## src/hdl/mhpq_pkg.sv

```systemverilog
// Shared types and constants for the max-heap priority queue
package mhpq_pkg;

  localparam logic [1:0] OP_PUSH = 2'd0;
  localparam logic [1:0] OP_POP  = 2'd1;
  localparam logic [1:0] OP_PEEK = 2'd2;

  typedef struct packed {
    logic [1:0]  op;
    logic [15:0] priority_req;
    logic [15:0] tag;
  } req_t;

  typedef struct packed {
    logic [15:0] out_priority;
    logic [15:0] out_tag;
    logic        has_entry;
    logic        error;
    logic [7:0]  count;
  } rsp_t;

  typedef struct packed {
    logic [15:0] prio;
    logic [15:0] tag;
  } entry_t;

  typedef enum logic [3:0] {
    S_IDLE,
    S_DECODE,
    S_UP_RD,
    S_UP_CMP,
    S_ROOT_RD,
    S_ROOT_CAP,
    S_LAST_CAP,
    S_DN_L,
    S_DN_R,
    S_DN_CMP,
    S_DONE
  } state_e;

  typedef enum logic [2:0] {
    RD_ROOT,
    RD_PARENT,
    RD_LAST,
    RD_LEFT,
    RD_RIGHT
  } rd_src_e;

  typedef enum logic [1:0] {
    WR_ITEM,
    WR_RDATA,
    WR_BEST
  } wr_src_e;

  typedef enum logic [1:0] {
    POS_ZERO,
    POS_PARENT,
    POS_BEST
  } pos_src_e;

  typedef struct packed {
    logic     accept;
    logic     err_set;
    logic     rd_en;
    rd_src_e  rd_src;
    logic     wr_en;
    wr_src_e  wr_src;
    logic     pos_ld;
    pos_src_e pos_src;
    logic     cnt_inc;
    logic     cnt_dec;
    logic     cap_root;
    logic     cap_last;
    logic     cap_left;
    logic     out_load;
  } cmd_t;

  typedef struct packed {
    logic reject;
    logic is_push;
    logic is_peek;
    logic pos_zero;
    logic up_move;
    logic left_out;
    logic best_child;
    logic slot_free;
  } status_t;

endpackage

```

## src/hdl/mhpq_ctrl.sv

```systemverilog
// Sequencer for push, pop and peek over the heap datapath
module mhpq_ctrl (
  input  logic             clk_i,
  input  logic             rst_ni,
  input  logic             in_valid_i,
  output logic             in_stall_o,
  input  mhpq_pkg::status_t status_i,
  output mhpq_pkg::cmd_t    cmd_o
);
  import mhpq_pkg::*;

  state_e state_q, state_d;

  always_ff @(posedge clk_i or negedge rst_ni) begin
    if (!rst_ni) begin
      state_q <= S_IDLE;
    end else begin
      state_q <= state_d;
    end
  end

  always_comb begin
    state_d = state_q;
    case (state_q)
      S_IDLE: begin
        if (in_valid_i) state_d = S_DECODE;
      end
      S_DECODE: begin
        if (status_i.reject)       state_d = S_DONE;
        else if (status_i.is_push) state_d = S_UP_RD;
        else                       state_d = S_ROOT_RD;
      end
      S_UP_RD: begin
        state_d = status_i.pos_zero ? S_DONE : S_UP_CMP;
      end
      S_UP_CMP: begin
        state_d = status_i.up_move ? S_UP_RD : S_DONE;
      end
      S_ROOT_RD:  state_d = S_ROOT_CAP;
      S_ROOT_CAP: state_d = status_i.is_peek ? S_DONE : S_LAST_CAP;
      S_LAST_CAP: state_d = S_DN_L;
      S_DN_L: begin
        state_d = status_i.left_out ? S_DONE : S_DN_R;
      end
      S_DN_R:     state_d = S_DN_CMP;
      S_DN_CMP: begin
        state_d = status_i.best_child ? S_DN_L : S_DONE;
      end
      S_DONE: begin
        if (status_i.slot_free) state_d = S_IDLE;
      end
      default:    state_d = S_IDLE;
    endcase
  end

  always_comb begin
    cmd_o      = '0;
    in_stall_o = 1'b1;
    case (state_q)
      S_IDLE: begin
        in_stall_o   = 1'b0;
        cmd_o.accept = in_valid_i;
      end
      S_DECODE: begin
        cmd_o.err_set = status_i.reject;
      end
      S_UP_RD: begin
        if (status_i.pos_zero) begin
          cmd_o.wr_en   = 1'b1;
          cmd_o.wr_src  = WR_ITEM;
          cmd_o.cnt_inc = 1'b1;
        end else begin
          cmd_o.rd_en  = 1'b1;
          cmd_o.rd_src = RD_PARENT;
        end
      end
      S_UP_CMP: begin
        cmd_o.wr_en = 1'b1;
        if (status_i.up_move) begin
          cmd_o.wr_src  = WR_RDATA;
          cmd_o.pos_ld  = 1'b1;
          cmd_o.pos_src = POS_PARENT;
        end else begin
          cmd_o.wr_src  = WR_ITEM;
          cmd_o.cnt_inc = 1'b1;
        end
      end
      S_ROOT_RD: begin
        cmd_o.rd_en  = 1'b1;
        cmd_o.rd_src = RD_ROOT;
      end
      S_ROOT_CAP: begin
        cmd_o.cap_root = 1'b1;
        if (!status_i.is_peek) begin
          cmd_o.rd_en   = 1'b1;
          cmd_o.rd_src  = RD_LAST;
          cmd_o.cnt_dec = 1'b1;
        end
      end
      S_LAST_CAP: begin
        cmd_o.cap_last = 1'b1;
        cmd_o.pos_ld   = 1'b1;
        cmd_o.pos_src  = POS_ZERO;
      end
      S_DN_L: begin
        if (status_i.left_out) begin
          cmd_o.wr_en  = 1'b1;
          cmd_o.wr_src = WR_ITEM;
        end else begin
          cmd_o.rd_en  = 1'b1;
          cmd_o.rd_src = RD_LEFT;
        end
      end
      S_DN_R: begin
        cmd_o.cap_left = 1'b1;
        cmd_o.rd_en    = 1'b1;
        cmd_o.rd_src   = RD_RIGHT;
      end
      S_DN_CMP: begin
        cmd_o.wr_en = 1'b1;
        if (status_i.best_child) begin
          cmd_o.wr_src  = WR_BEST;
          cmd_o.pos_ld  = 1'b1;
          cmd_o.pos_src = POS_BEST;
        end else begin
          cmd_o.wr_src = WR_ITEM;
        end
      end
      S_DONE: begin
        cmd_o.out_load = status_i.slot_free;
      end
      default: begin
        cmd_o = '0;
      end
    endcase
  end

endmodule

```

## config.mk

```make
export PLATFORM = sky130hd
export DESIGN_NAME = mhpq_ctrl
export DESIGN_NICKNAME = d
export VERILOG_FILES = /design/src/hdl/mhpq_pkg.sv /design/src/hdl/mhpq_ctrl.sv
export SDC_FILE = /design/constraint.sdc
export NUM_CORES = 1
export LEC_CHECK = 0
export BUFFER_PORTS_ARGS = -buffer_cell sky130_fd_sc_hd__buf_2
export CAP_MARGIN = 20
export CORE_MARGIN = 2
export CORE_UTILIZATION = 43
export DETAILED_ROUTE_END_ITERATION = 7
export PLACE_DENSITY = 0.77
export SLEW_MARGIN = 10
export SYNTH_ARGS = -nofsm -noshare
export SYNTH_HDL_FRONTEND = slang
export SYNTH_SLANG_ARGS = --single-unit
export TNS_END_PERCENT = 30
```

## constraint.sdc

```tcl
create_clock -name clk_i -period 1.6 [get_ports clk_i]
set_input_delay 0.24 -clock clk_i [delete_from_list [all_inputs] [get_ports clk_i]]
set_output_delay 0.24 -clock clk_i [all_outputs]
set_load 0.02 [all_outputs]
```

==> qor.csv <==
metric,value,unit
status,finished with violations,
muxShareOfSynthArea,0,%
insertion_delay,0.25,ns
cts_tree,built,
ys_seq_area_share,17.5,%
p_switching,1170,µW
yosysWarnings,0,
reg_top3,state_q x4,
diodes,0,
fin_skew,0.00521,ns
synth_compound_area_share,27.7,%
cts.sink_count,4,
synth-edff-count,0,
track_usage,30.3,%
rsz0062_at_grt,true,
hold_depth,2,
syn2layout_area_growth,77.3,%
dieArea,0.00164,mm²
syn_nets,85,
drc_errors,0,
cp_common_cell,buf_6,
htree_levels,1,
cp-start-kind,flip-flop,
period_needed,1.78,ns
worst_slew_pin_slew,0.355,ns
pin_count,30,
synthFlopType,dfrtp_1,
die_x,40.5,µm
slew-limit-headroom,76.1,%
synth_most_common_cell,inv_1,
drive_gt1_share,58.4,%
drt_iter0_drc,29,
cp.arrival,1.54,ns
clockBufferDepth,2,
avgSynthCellArea,7.74,µm²
place_hpwl,1230,µm
clkPwrFrac,5.9,%
grt_overflow_total,0,
post-route-period-util,111,%
synthArstFlopShare,100,%
seqPwrFrac,12.2,%
min_path_type,in2reg,
core-area,0.00127,mm²
timing.rr.end,state_q[2]$_DFFE_PN0P_,
synthTopCellsByArea,"dfrtp_1, buf_6, nor2b_1, nor3_1, a211oi_1",
fin_util,80.1,%
worstRegToRegCells,5,
layout.nets,138,
failed_checks,negative setup slack,
largest_register,state_q,
synthAdderAreaFrac,0,%
slowest_delay,0.44,ns
peakVddDrop,1250,µV
place.gp.congestion,0.767,
p_per_area,2330,mW/mm²
synth-xor-area-share,1.53,%
critPathMaxFanout,6,
cts_buffers,3,
holdWs,0.253,ns
wl_per_cell,17.5,µm
synth.distinct_cells,35,
intPower,1200,µW
clk_pin_slew,0.04,ns
timing.fmax,0.561,GHz
wl,2450,µm
sw_frac_of_total,49.2,%
path_class,reg2out,
hold_viol_final,0,
path_cells,"buf_6, buf_4, o22ai_1, a32o_1, buf_6",
synthCells,74,
critPathSlowestCell,dfrtp_2,
synth.cell_area,573,µm²
vias,862,
slew_violations,0,
yosys.area_share.simple,38.4,%
cp-end-kind,primary output,
synth_top_family_by_area,simple AND/OR/NAND/NOR gates,
antenna_left,0,
initial_core_util,45.2,%
power.leakage,0.000499,µW
first_pass_iters,4,
holdCritStartpoint,in_valid_i,
rows,13,
grt_first_pass_wirelength,3250,µm
cts_root_buffer,clkbuf_4,
ys_ff_latch,4,
antenna_found_initial,0,
port_buffers,29,
whs_endpoint,state_q[0]$_DFFE_PN0P_,
grt_pass1_vias,710,
vias_per_cell,6.16,
die_y,40.5,µm
r2r-start,state_q[2]$_DFFE_PN0P_,
synth_top_area_cell,dfrtp_1,
synth_top_area_share,17.5,%
setup_violations,12,
regToRegSetupSlack,0.09,ns
largest_reg_flops,4,
yosys-top-cells-count,"inv_1, nor3_1, nor2b_1",
critPathRequiredTime,1.36,ns
grt_max_degree,11,
setup_slack,-0.182,ns
maxCapViolCount,0,
combPwrFrac,81.9,%
==> how the worst max path moves through the flow <==
stage / endpoint / slack [ns] / from / cells past startpoint
after floorplan: cmd_o[13] / 0.04 / state_q[1]$_DFFE_PN0P_ / 3
after global placement: cmd_o[8] / 0.11 / state_q[1]$_DFFE_PN0P_ / 4
after detailed placement: cmd_o[8] / 0.08 / state_q[1]$_DFFE_PN0P_ / 4
after CTS: cmd_o[8] / -0.03 / state_q[3]$_DFFE_PN0P_ / 4
after global routing: cmd_o[11] / -0.20 / state_q[1]$_DFFE_PN0P_ / 5
final: cmd_o[11] / -0.18 / state_q[1]$_DFFE_PN0P_ / 5
==> cell usage in the layout, fill, tap and decap left out, drive strengths merged, types with 2 or more instances in the layout <==
cell type  instances
nor2b              5
nor4b              2
o22ai              4
nor3               6
nand2b             5
nand2              3
nor2               5
o22a               2
inv                8
buf               53
dfrtp              4
and4               2
a211oi             4
clkbuf             3
==> what timing repair did <==
item	CTS	global route
setup buffers	16	2
pin swaps	6	4
resized for setup	15	23
hold buffers	1	0
endpoints found under the hold margin	4	0
cloned	0	0
setup endpoints to repair	18	18
==> worst max-delay path, delay by kind of cell, from the launching register on <==
kind	cells	cell delay, ns
flip-flops	1	0.44
AO/OA/AOI/OAI	2	0.44
buffers and inverters	3	0.41
==> routing by layer <==
metal  up-vias  track usage (%)  part of all wire, %
li1        382                -                    -
met2        57             49.6                   51
met1       415             35.9                   38
met4         0             15.0                  2.1
met3         8             8.33                  8.9
met5         -                0                    0
==> stage by stage <==
stage / area [µm²] / instances / setup WS (ns) / setup TNS (ns) / power, µW
2_1_floorplan: 579 / 74 / 0.0439 / 0 / 1250
3_3_place_gp: 741 / 119 / 0.111 / 0 / 1530
4_1_cts: 931 / 139 / -0.0331 / -0.152 / 2060
5_1_grt: 1020 / 140 / -0.199 / -1.14 / 2500
3_5_place_dp: 741 / 119 / 0.0818 / 0 / 1560
6_report: 1020 / 140 / -0.182 / -0.531 / 2370
==> kinds of logic (layout without fill, tap and decap cells) <==
group / after synthesis / count (layout)
xor gates and xnor gates: 1 / 1
buffers and inverters: 14 / 65
AOI/OAI and AO/OA: 21 / 21
DFF: 4 / 4
and+or+nand+nor: 34 / 34
==> cell type report <==
type | instances | area (µm²)
Multi-Input combinational cell | 56 | 442
Timing Repair Buffer | 54 | 398
Fill cell | 86 | 253
Sequential cell | 4 | 105
Inverter | 8 | 30.0
Clock buffer | 3 | 22.5
Tap cell | 15 | 18.8
==> power groups by stage <==
stage                     clock network (µW)  logic (µW)  registers (µW)
final                                    140        1940             289
after global placement                     0        1220             313
after global routing                     148        2050             298
after CTS                                139        1650             280
after floorplan                            0        1040             207
after detailed placement                   0        1240             324
(Power assumes the default switching activity.)
