### src/hdl/mhpq_pkg.sv
// Shared types and constants for the max-heap priority queue
package mhpq_pkg;

  localparam logic [1:0] OP_PUSH = 2'd0;
  localparam logic [1:0] OP_POP  = 2'd1;
  localparam logic [1:0] OP_PEEK = 2'd2;

  typedef struct packed {
    logic [1:0]  op;
    logic [15:0] priority_req;
    logic [15:0] tag;
  } req_t;

  typedef struct packed {
    logic [15:0] out_priority;
    logic [15:0] out_tag;
    logic        has_entry;
    logic        error;
    logic [7:0]  count;
  } rsp_t;

  typedef struct packed {
    logic [15:0] prio;
    logic [15:0] tag;
  } entry_t;

  typedef enum logic [3:0] {
    S_IDLE,
    S_DECODE,
    S_UP_RD,
    S_UP_CMP,
    S_ROOT_RD,
    S_ROOT_CAP,
    S_LAST_CAP,
    S_DN_L,
    S_DN_R,
    S_DN_CMP,
    S_DONE
  } state_e;

  typedef enum logic [2:0] {
    RD_ROOT,
    RD_PARENT,
    RD_LAST,
    RD_LEFT,
    RD_RIGHT
  } rd_src_e;

  typedef enum logic [1:0] {
    WR_ITEM,
    WR_RDATA,
    WR_BEST
  } wr_src_e;

  typedef enum logic [1:0] {
    POS_ZERO,
    POS_PARENT,
    POS_BEST
  } pos_src_e;

  typedef struct packed {
    logic     accept;
    logic     err_set;
    logic     rd_en;
    rd_src_e  rd_src;
    logic     wr_en;
    wr_src_e  wr_src;
    logic     pos_ld;
    pos_src_e pos_src;
    logic     cnt_inc;
    logic     cnt_dec;
    logic     cap_root;
    logic     cap_last;
    logic     cap_left;
    logic     out_load;
  } cmd_t;

  typedef struct packed {
    logic reject;
    logic is_push;
    logic is_peek;
    logic pos_zero;
    logic up_move;
    logic left_out;
    logic best_child;
    logic slot_free;
  } status_t;

endpackage

### src/hdl/mhpq_ram.sv
// Generic single-write, single-read RAM with registered read data
module mhpq_ram #(
  parameter int unsigned DW    = 32,
  parameter int unsigned DEPTH = 128,
  localparam int unsigned AW   = (DEPTH > 1) ? $clog2(DEPTH) : 1
) (
  input  logic          clk_i,
  input  logic          we_i,
  input  logic [AW-1:0] waddr_i,
  input  logic [DW-1:0] wdata_i,
  input  logic          re_i,
  input  logic [AW-1:0] raddr_i,
  output logic [DW-1:0] rdata_o
);

  logic [DW-1:0] mem_q [DEPTH];
  logic [DW-1:0] rdata_q;

  always_ff @(posedge clk_i) begin
    if (we_i) begin
      mem_q[waddr_i] <= wdata_i;
    end
    if (re_i) begin
      rdata_q <= mem_q[raddr_i];
    end
  end

  assign rdata_o = rdata_q;

endmodule

### src/hdl/mhpq_datapath.sv
// Heap storage, index arithmetic, compare logic and result register
module mhpq_datapath #(
  parameter int unsigned DEPTH = 128,
  localparam int unsigned AW   = (DEPTH > 1) ? $clog2(DEPTH) : 1
) (
  input  logic              clk_i,
  input  logic              rst_ni,
  input  mhpq_pkg::req_t    in_data_i,
  input  mhpq_pkg::cmd_t    cmd_i,
  output mhpq_pkg::status_t status_o,
  output logic              out_valid_o,
  input  logic              out_stall_i,
  output mhpq_pkg::rsp_t    out_data_o
);
  import mhpq_pkg::*;

  localparam int unsigned CW = $clog2(DEPTH + 1);
  localparam int unsigned IW = AW + 2;

  logic [1:0]    op_q;
  entry_t        item_q;
  logic [AW-1:0] pos_q;
  logic [CW-1:0] count_q;
  entry_t        cand_q;
  logic          cand_child_q;
  logic [AW-1:0] cand_idx_q;
  rsp_t          res_q;
  rsp_t          out_q;
  logic          out_valid_q;

  entry_t        rdata;
  entry_t        wdata;
  entry_t        best;
  logic [AW-1:0] raddr;
  logic [AW-1:0] parent;
  logic [AW-1:0] best_idx;
  logic [IW-1:0] left_w;
  logic [IW-1:0] right_w;
  logic [IW-1:0] count_w;
  logic          right_win;
  logic          slot_free;

  assign parent    = AW'((pos_q - 1'b1) >> 1);
  assign left_w    = IW'({pos_q, 1'b1});
  assign right_w   = left_w + 1'b1;
  assign count_w   = IW'(count_q);
  assign right_win = (right_w < count_w) && (rdata.prio > cand_q.prio);
  assign best      = right_win ? rdata : cand_q;
  assign best_idx  = right_win ? right_w[AW-1:0] : cand_idx_q;
  assign slot_free = !out_valid_q || !out_stall_i;

  always_comb begin
    case (cmd_i.rd_src)
      RD_ROOT:   raddr = '0;
      RD_PARENT: raddr = parent;
      RD_LAST:   raddr = AW'(count_q - 1'b1);
      RD_LEFT:   raddr = left_w[AW-1:0];
      RD_RIGHT:  raddr = right_w[AW-1:0];
      default:   raddr = '0;
    endcase
  end

  always_comb begin
    case (cmd_i.wr_src)
      WR_ITEM:  wdata = item_q;
      WR_RDATA: wdata = rdata;
      WR_BEST:  wdata = best;
      default:  wdata = item_q;
    endcase
  end

  mhpq_ram #(
    .DW    (32),
    .DEPTH (DEPTH)
  ) u_ram (
    .clk_i   (clk_i),
    .we_i    (cmd_i.wr_en),
    .waddr_i (pos_q),
    .wdata_i (wdata),
    .re_i    (cmd_i.rd_en),
    .raddr_i (raddr),
    .rdata_o (rdata)
  );

  always_comb begin
    status_o         = '0;
    status_o.is_push = (op_q == OP_PUSH);
    status_o.is_peek = (op_q == OP_PEEK);
    if (op_q == OP_PUSH) begin
      status_o.reject = (count_q == CW'(DEPTH));
    end else if ((op_q == OP_POP) || (op_q == OP_PEEK)) begin
      status_o.reject = (count_q == '0);
    end else begin
      status_o.reject = 1'b1;
    end
    status_o.pos_zero   = (pos_q == '0);
    status_o.up_move    = (rdata.prio < item_q.prio);
    status_o.left_out   = (left_w >= count_w);
    status_o.best_child = right_win || cand_child_q;
    status_o.slot_free  = slot_free;
  end

  always_ff @(posedge clk_i or negedge rst_ni) begin
    if (!rst_ni) begin
      count_q     <= '0;
      out_valid_q <= 1'b0;
    end else begin
      if (cmd_i.cnt_inc) begin
        count_q <= count_q + 1'b1;
      end else if (cmd_i.cnt_dec) begin
        count_q <= count_q - 1'b1;
      end
      if (cmd_i.out_load) begin
        out_valid_q <= 1'b1;
      end else if (!out_stall_i) begin
        out_valid_q <= 1'b0;
      end
    end
  end

  always_ff @(posedge clk_i) begin
    if (cmd_i.accept) begin
      op_q   <= in_data_i.op;
      item_q <= {in_data_i.priority_req, in_data_i.tag};
      pos_q  <= count_q[AW-1:0];
      res_q  <= '0;
    end else begin
      if (cmd_i.pos_ld) begin
        case (cmd_i.pos_src)
          POS_ZERO:   pos_q <= '0;
          POS_PARENT: pos_q <= parent;
          POS_BEST:   pos_q <= best_idx;
          default:    pos_q <= '0;
        endcase
      end
      if (cmd_i.cap_last) begin
        item_q <= rdata;
      end
      if (cmd_i.err_set) begin
        res_q.error <= 1'b1;
      end
      if (cmd_i.cap_root) begin
        res_q.out_priority <= rdata.prio;
        res_q.out_tag      <= rdata.tag;
        res_q.has_entry    <= 1'b1;
      end
    end
    if (cmd_i.cap_left) begin
      cand_child_q <= (rdata.prio > item_q.prio);
      cand_q       <= (rdata.prio > item_q.prio) ? rdata : item_q;
      cand_idx_q   <= left_w[AW-1:0];
    end
    if (cmd_i.out_load) begin
      out_q <= '{out_priority: res_q.out_priority,
                 out_tag:      res_q.out_tag,
                 has_entry:    res_q.has_entry,
                 error:        res_q.error,
                 count:        8'(count_q)};
    end
  end

  assign out_valid_o = out_valid_q;
  assign out_data_o  = out_q;

endmodule

### config.mk
export PLATFORM = sky130hd
export DESIGN_NAME = mhpq_datapath
export DESIGN_NICKNAME = d
export VERILOG_FILES = /design/src/hdl/mhpq_pkg.sv /design/src/hdl/mhpq_ram.sv /design/src/hdl/mhpq_datapath.sv
export SDC_FILE = /design/constraint.sdc
export NUM_CORES = 2
export LEC_CHECK = 0
export BUFFER_PORTS_ARGS = -buffer_cell sky130_fd_sc_hd__buf_2
export CORE_ASPECT_RATIO = 0.75
export CORE_MARGIN = 2
export CORE_UTILIZATION = 40
export CTS_BUF_LIST = sky130_fd_sc_hd__clkbuf_4
export CTS_CLUSTER_DIAMETER = 120
export DETAILED_ROUTE_END_ITERATION = 12
export SETUP_SLACK_MARGIN = 0.3
export SLEW_MARGIN = 10
export SYNTH_ARGS = -nofsm -noshare
export SYNTH_HDL_FRONTEND = slang
export SYNTH_SLANG_ARGS = --single-unit
### constraint.sdc
create_clock -name clk_i -period 14 [get_ports clk_i]
set_input_delay 2.8 -clock clk_i [delete_from_list [all_inputs] [get_ports clk_i]]
set_output_delay 2.8 -clock clk_i [all_outputs]
set_load 0.05 [all_outputs]
==> qor.csv <==
stage;metric;value;unit
synthesis;synthesis.yosys.warnings;0;
sta;finalCritPeriodShare;58.78;%
synthesis;mappedNetlistArea;168400;um^2
grt;pin_count_of_the_biggest_net_entering_global_routing;129;
route;first_iteration_detailed_routing_drc_count;17350;
cts;clock_tree_buf_depth;4;
placement;io_buffers;105;
placement;dp.final_hpwl;304.9;mm
critical_path;required_time_at_the_worst_slack_endpoint;11.20;ns
run_status;violated_checks;capacitance limit, slew limit;
cells_and_area;post_route_cells_drive_above_1_share;29.55;%
pwr;power.density;181.0;nW/um^2
run_status;run_status;finished with violations;
placement;gp_congestion;0.8675;
floorplan;dieArea;426300;um^2
floorplan;ioPinCount;106;
sta;setup-violations-final;0;
cts;cts_buffers;948;
pwr;vdd.ir_drop.worst;0.1043;mV
grt;number_of_global_route_vias_before_repair;94440;
grt;grt_use_total;24.68;%
sta;worst_slew_margin_rel;-1.619;%
placement;placed_cell_count;14500;
floorplan;die_width;753.3;um
floorplan;dieHeight;566.0;um
sta;rsz0062_at_grt;no;
critical_path;path_buf_inv;2;
critical_path;path_max_fanout;15;
cts;htree_num_levels;6;
sta;timing.fmax;0.1215;GHz
critical_path;timing.critical_path.slowest_stage_cell;edfxtp_1;
sta;fin_crit;8.229;ns
critical_path;slowest_delay;0.79;ns
cts;clock_tree_from_tritoncts;yes;
critical_path;r2r_cells;12;
cells_and_area;filler_cell_count;36110;
critical_path;end_kind;primary output;
synthesis;synth_area_per_cell;18.82;um^2
route;routedWlPerCell;33.29;um
route;routed_via_density;5.981;
run;timing.max_cap.violations;2;
synthesis;ys_ff_latch;4293;
critical_path;worst_r2r_endpoint;u_ram.rdata_o[9];
critical_path;startpoint;pos_q[0];
critical_path;worst_setup_path_start_kind;flop;
route;antenna_left;0;
cells_and_area;final_net_count;9952;
cts;cts_num_sinks;4293;
synthesis;syn_inst;8949;
synthesis;synth-async-reset-ratio;0.2096;%
hold_path;holdCritPathClass;flop to flop;
floorplan;fp-row-count;206;
critical_path;r2r_path_start;pos_q[0];
synthesis;synthFlopType;edfxtp_1;
route;drt_drc_violations_left;0;
route;drt_first_pass_iters;6;
grt;wire_length_of_the_first_global_routing_pass;741.1;mm
critical_path;cp_data_arrival_time;5.43;ns
synthesis;netlist-cell-type-count;80;
cts;holdBufCountCts;0;
route;route.vias.total;96970;
sta;setup_tns;0;ns
cts;cts_resized;0;
sta;tightest_slew;1.515;ns
cts;cts_root_buf;clkbuf_4;
cts;clk_transition_reported_paths;0.07;ns
floorplan;core_area;419600;um^2
critical_path;reg2reg_slack;7.19;ns
grt;antenna_violations_before_repair;69;
critical_path;most_common_cell_type_on_the_critical_path;o21a_1;
critical_path;worstSetupPathDepth;12;
route;wirelength;539.6;mm
cells_and_area;final_cell_count_no_fill;16210;
critical_path;crit_path_end;status_o[1];
floorplan;initial_utilization;40.14;%
sta;timing.final.max_slew_violations;2;
cts;post_cts_buffers;0;
pwr;cellLeakagePower;62.02;nW
critical_path;path_delay_family;compound AO/OA/AOI/OAI gates;
grt;total_gr_overflow;0;
sta;final-hold-violation-count;0;
sta;skew;0.1691;ns
cts;clkLatencyLatePin;1.57;ns
synthesis;synth_edf_count;4250;
critical_path;crit_path_cell_trace;inv_1 -> ha_1 -> ha_1 -> o21a_1 -> o21a_1 -> o21ai_0 -> nand2b_1 -> a21oi_1 -> o21a_1 -> nand2_1 -> nand2b_1 -> buf_2;
synthesis;postSynthNetCount;9060;
cells_and_area;synth_to_layout_area_growth;12.74;%
synthesis;synth.yosys.seq_area_share;76.31;%
critical_path;timing_worst_setup_path_type;flop to primary output;
-- kinds of logic after synthesis --
family,Yosys count,share of synthesized area [%]
AO/OA/AOI/OAI,691,2.902
buffers and inverters,626,1.989
multiplexers,1037,12.62
XOR/XNOR,19,0.09880
AND/OR/NAND/NOR,2227,5.667
adder cells (fa/ha/maj),56,0.4160
flip-flops,4293,76.31
-- where the power goes --
group	switching, mW	leakage [nW]	total [mW]	internal (mW)
clock network	4.94	7.21	9.80	4.85
registers	0.352	39.2	15.9	15.6
logic	6.26	15.6	8.66	2.40
-- cell usage after synthesis (17+ instances only) --
library cell | n | area share, %
edfxtp_1 | 4250 | 76
buf_2 | 224 | 0.67
buf_1 | 39 | 0.087
nor4_1 | 22 | 0.082
o22ai_1 | 26 | 0.097
o21ai_0 | 101 | 0.30
clkbuf_1 | 127 | 0.28
buf_4 | 107 | 0.48
nor3_1 | 41 | 0.12
a21o_1 | 17 | 0.076
a2111oi_0 | 17 | 0.088
ha_1 | 56 | 0.42
and3_1 | 109 | 0.40
a211oi_1 | 25 | 0.11
mux4_2 | 860 | 11
a21oi_1 | 131 | 0.39
o311ai_0 | 41 | 0.21
o211ai_1 | 46 | 0.21
inv_1 | 88 | 0.20
a221oi_1 | 19 | 0.099
mux2i_1 | 144 | 0.86
dfxtp_1 | 34 | 0.40
nand4_1 | 18 | 0.067
a31oi_1 | 51 | 0.19
a311oi_1 | 119 | 0.62
nand2_1 | 1359 | 3.0
nor2_1 | 197 | 0.44
nand3_1 | 412 | 1.2
mux2_2 | 28 | 0.19
buf_6 | 38 | 0.25
-- worst min path at each step --
| stage | start | end | slack (ns) | depth (start not counted) |
|---|---|---|---|---|
| 3_3_place_gp | res_q[9] | out_data_o[9] | 0.41 | 0 |
| 2_1_floorplan | res_q[10] | out_data_o[10] | 0.41 | 0 |
| 3_5_place_dp | res_q[34] | out_data_o[34] | 0.41 | 0 |
| 5_1_grt | res_q[31] | out_data_o[31] | 0.44 | 0 |
| 4_1_cts | res_q[35] | out_data_o[35] | 0.42 | 0 |
| 6_report | res_q[35] | out_data_o[35] | 0.41 | 0 |
-- worst reg2reg max path: cells and delay by family, from the launching register on --
family,cells,cell delay (ns)
AO/OA/AOI/OAI,4,2.14
multiplexers,2,0.89
adder cells (fa/ha/maj),1,0.61
buffers and inverters,3,1.68
flip-flops,1,0.79
AND/OR/NAND/NOR,2,0.44
-- area by class of cell --
type	instances	area, um^2	share of cell area [%]
diodes	33	82.58	0.04349
inverters	88	330.3	0.1740
clock inverters	213	1101	0.5798
well taps	5616	7027	3.700
clock buffers	1459	10950	5.768
repair buffers	480	3689	1.942
multi-input cells	4030	38180	20.11
flip-flops and latches	4293	128500	67.69
-- cell usage in the layout, fill, tap and decap left out, types with 28 or more instances in the layout --
cell,netlist,layout
mux4_2,860,860
clkinv_1,0,171
ha_1,56,55
a21oi_1,131,126
and3_1,109,106
a31oi_1,51,50
nor2_1,197,70
inv_1,88,88
buf_2,224,106
buf_4,107,338
a311oi_1,119,107
edfxtp_1,4250,4250
mux2i_1,144,137
diode_2,0,33
dfxtp_1,34,34
o311ai_2,0,32
mux2_2,28,28
clkbuf_4,0,1460
nand3_1,412,409
o211ai_1,46,46
nand2_1,1359,1352
o21ai_0,101,96
nor2_4,1,124
nor3_1,41,36
-- per-layer routing --
metal | GRT usage [%] | routed length [um] | vias to the layer above
li1 | - | - | 38400
met1 | 35.01 | 207900 | 50600
met2 | 34.90 | 229400 | 7049
met3 | 9.423 | 83290 | 906
met4 | 8.502 | 18880 | 20
met5 | 0 | 131 | -
-- sequential cells by signal, indices dropped and copies added (netlist names) --
signal / count
u_ram.mem_q: 4096
res_q: 34
out_data_o: 42
cand_idx_q: 6
item_q: 32
u_ram.rdata_o: 32
count_q: 8
cand_q: 32
op_q: 2
cand_child_q: 1
pos_q: 7
out_valid_o: 1
-- through the flow --
step / setup WS (ns) / util [%] / instance area, um^2 / power, mW / hold WS [ns]
3_5_place_dp: 5.609 / 42.34 / 177700 / 24.62 / 0.4128
2_1_floorplan: 0.5118 / - / 168400 / 21.18 / 0.4076
3_3_place_gp: 4.400 / 42.27 / 177400 / 24.40 / 0.4139
6_report: 5.771 / 45.25 / 189900 / 34.37 / 0.4089
5_1_grt: 5.567 / 45.24 / 189800 / 35.43 / 0.4389
4_1_cts: 5.742 / 45.21 / 189700 / 34.27 / 0.4182
(Power assumes the default switching activity.)
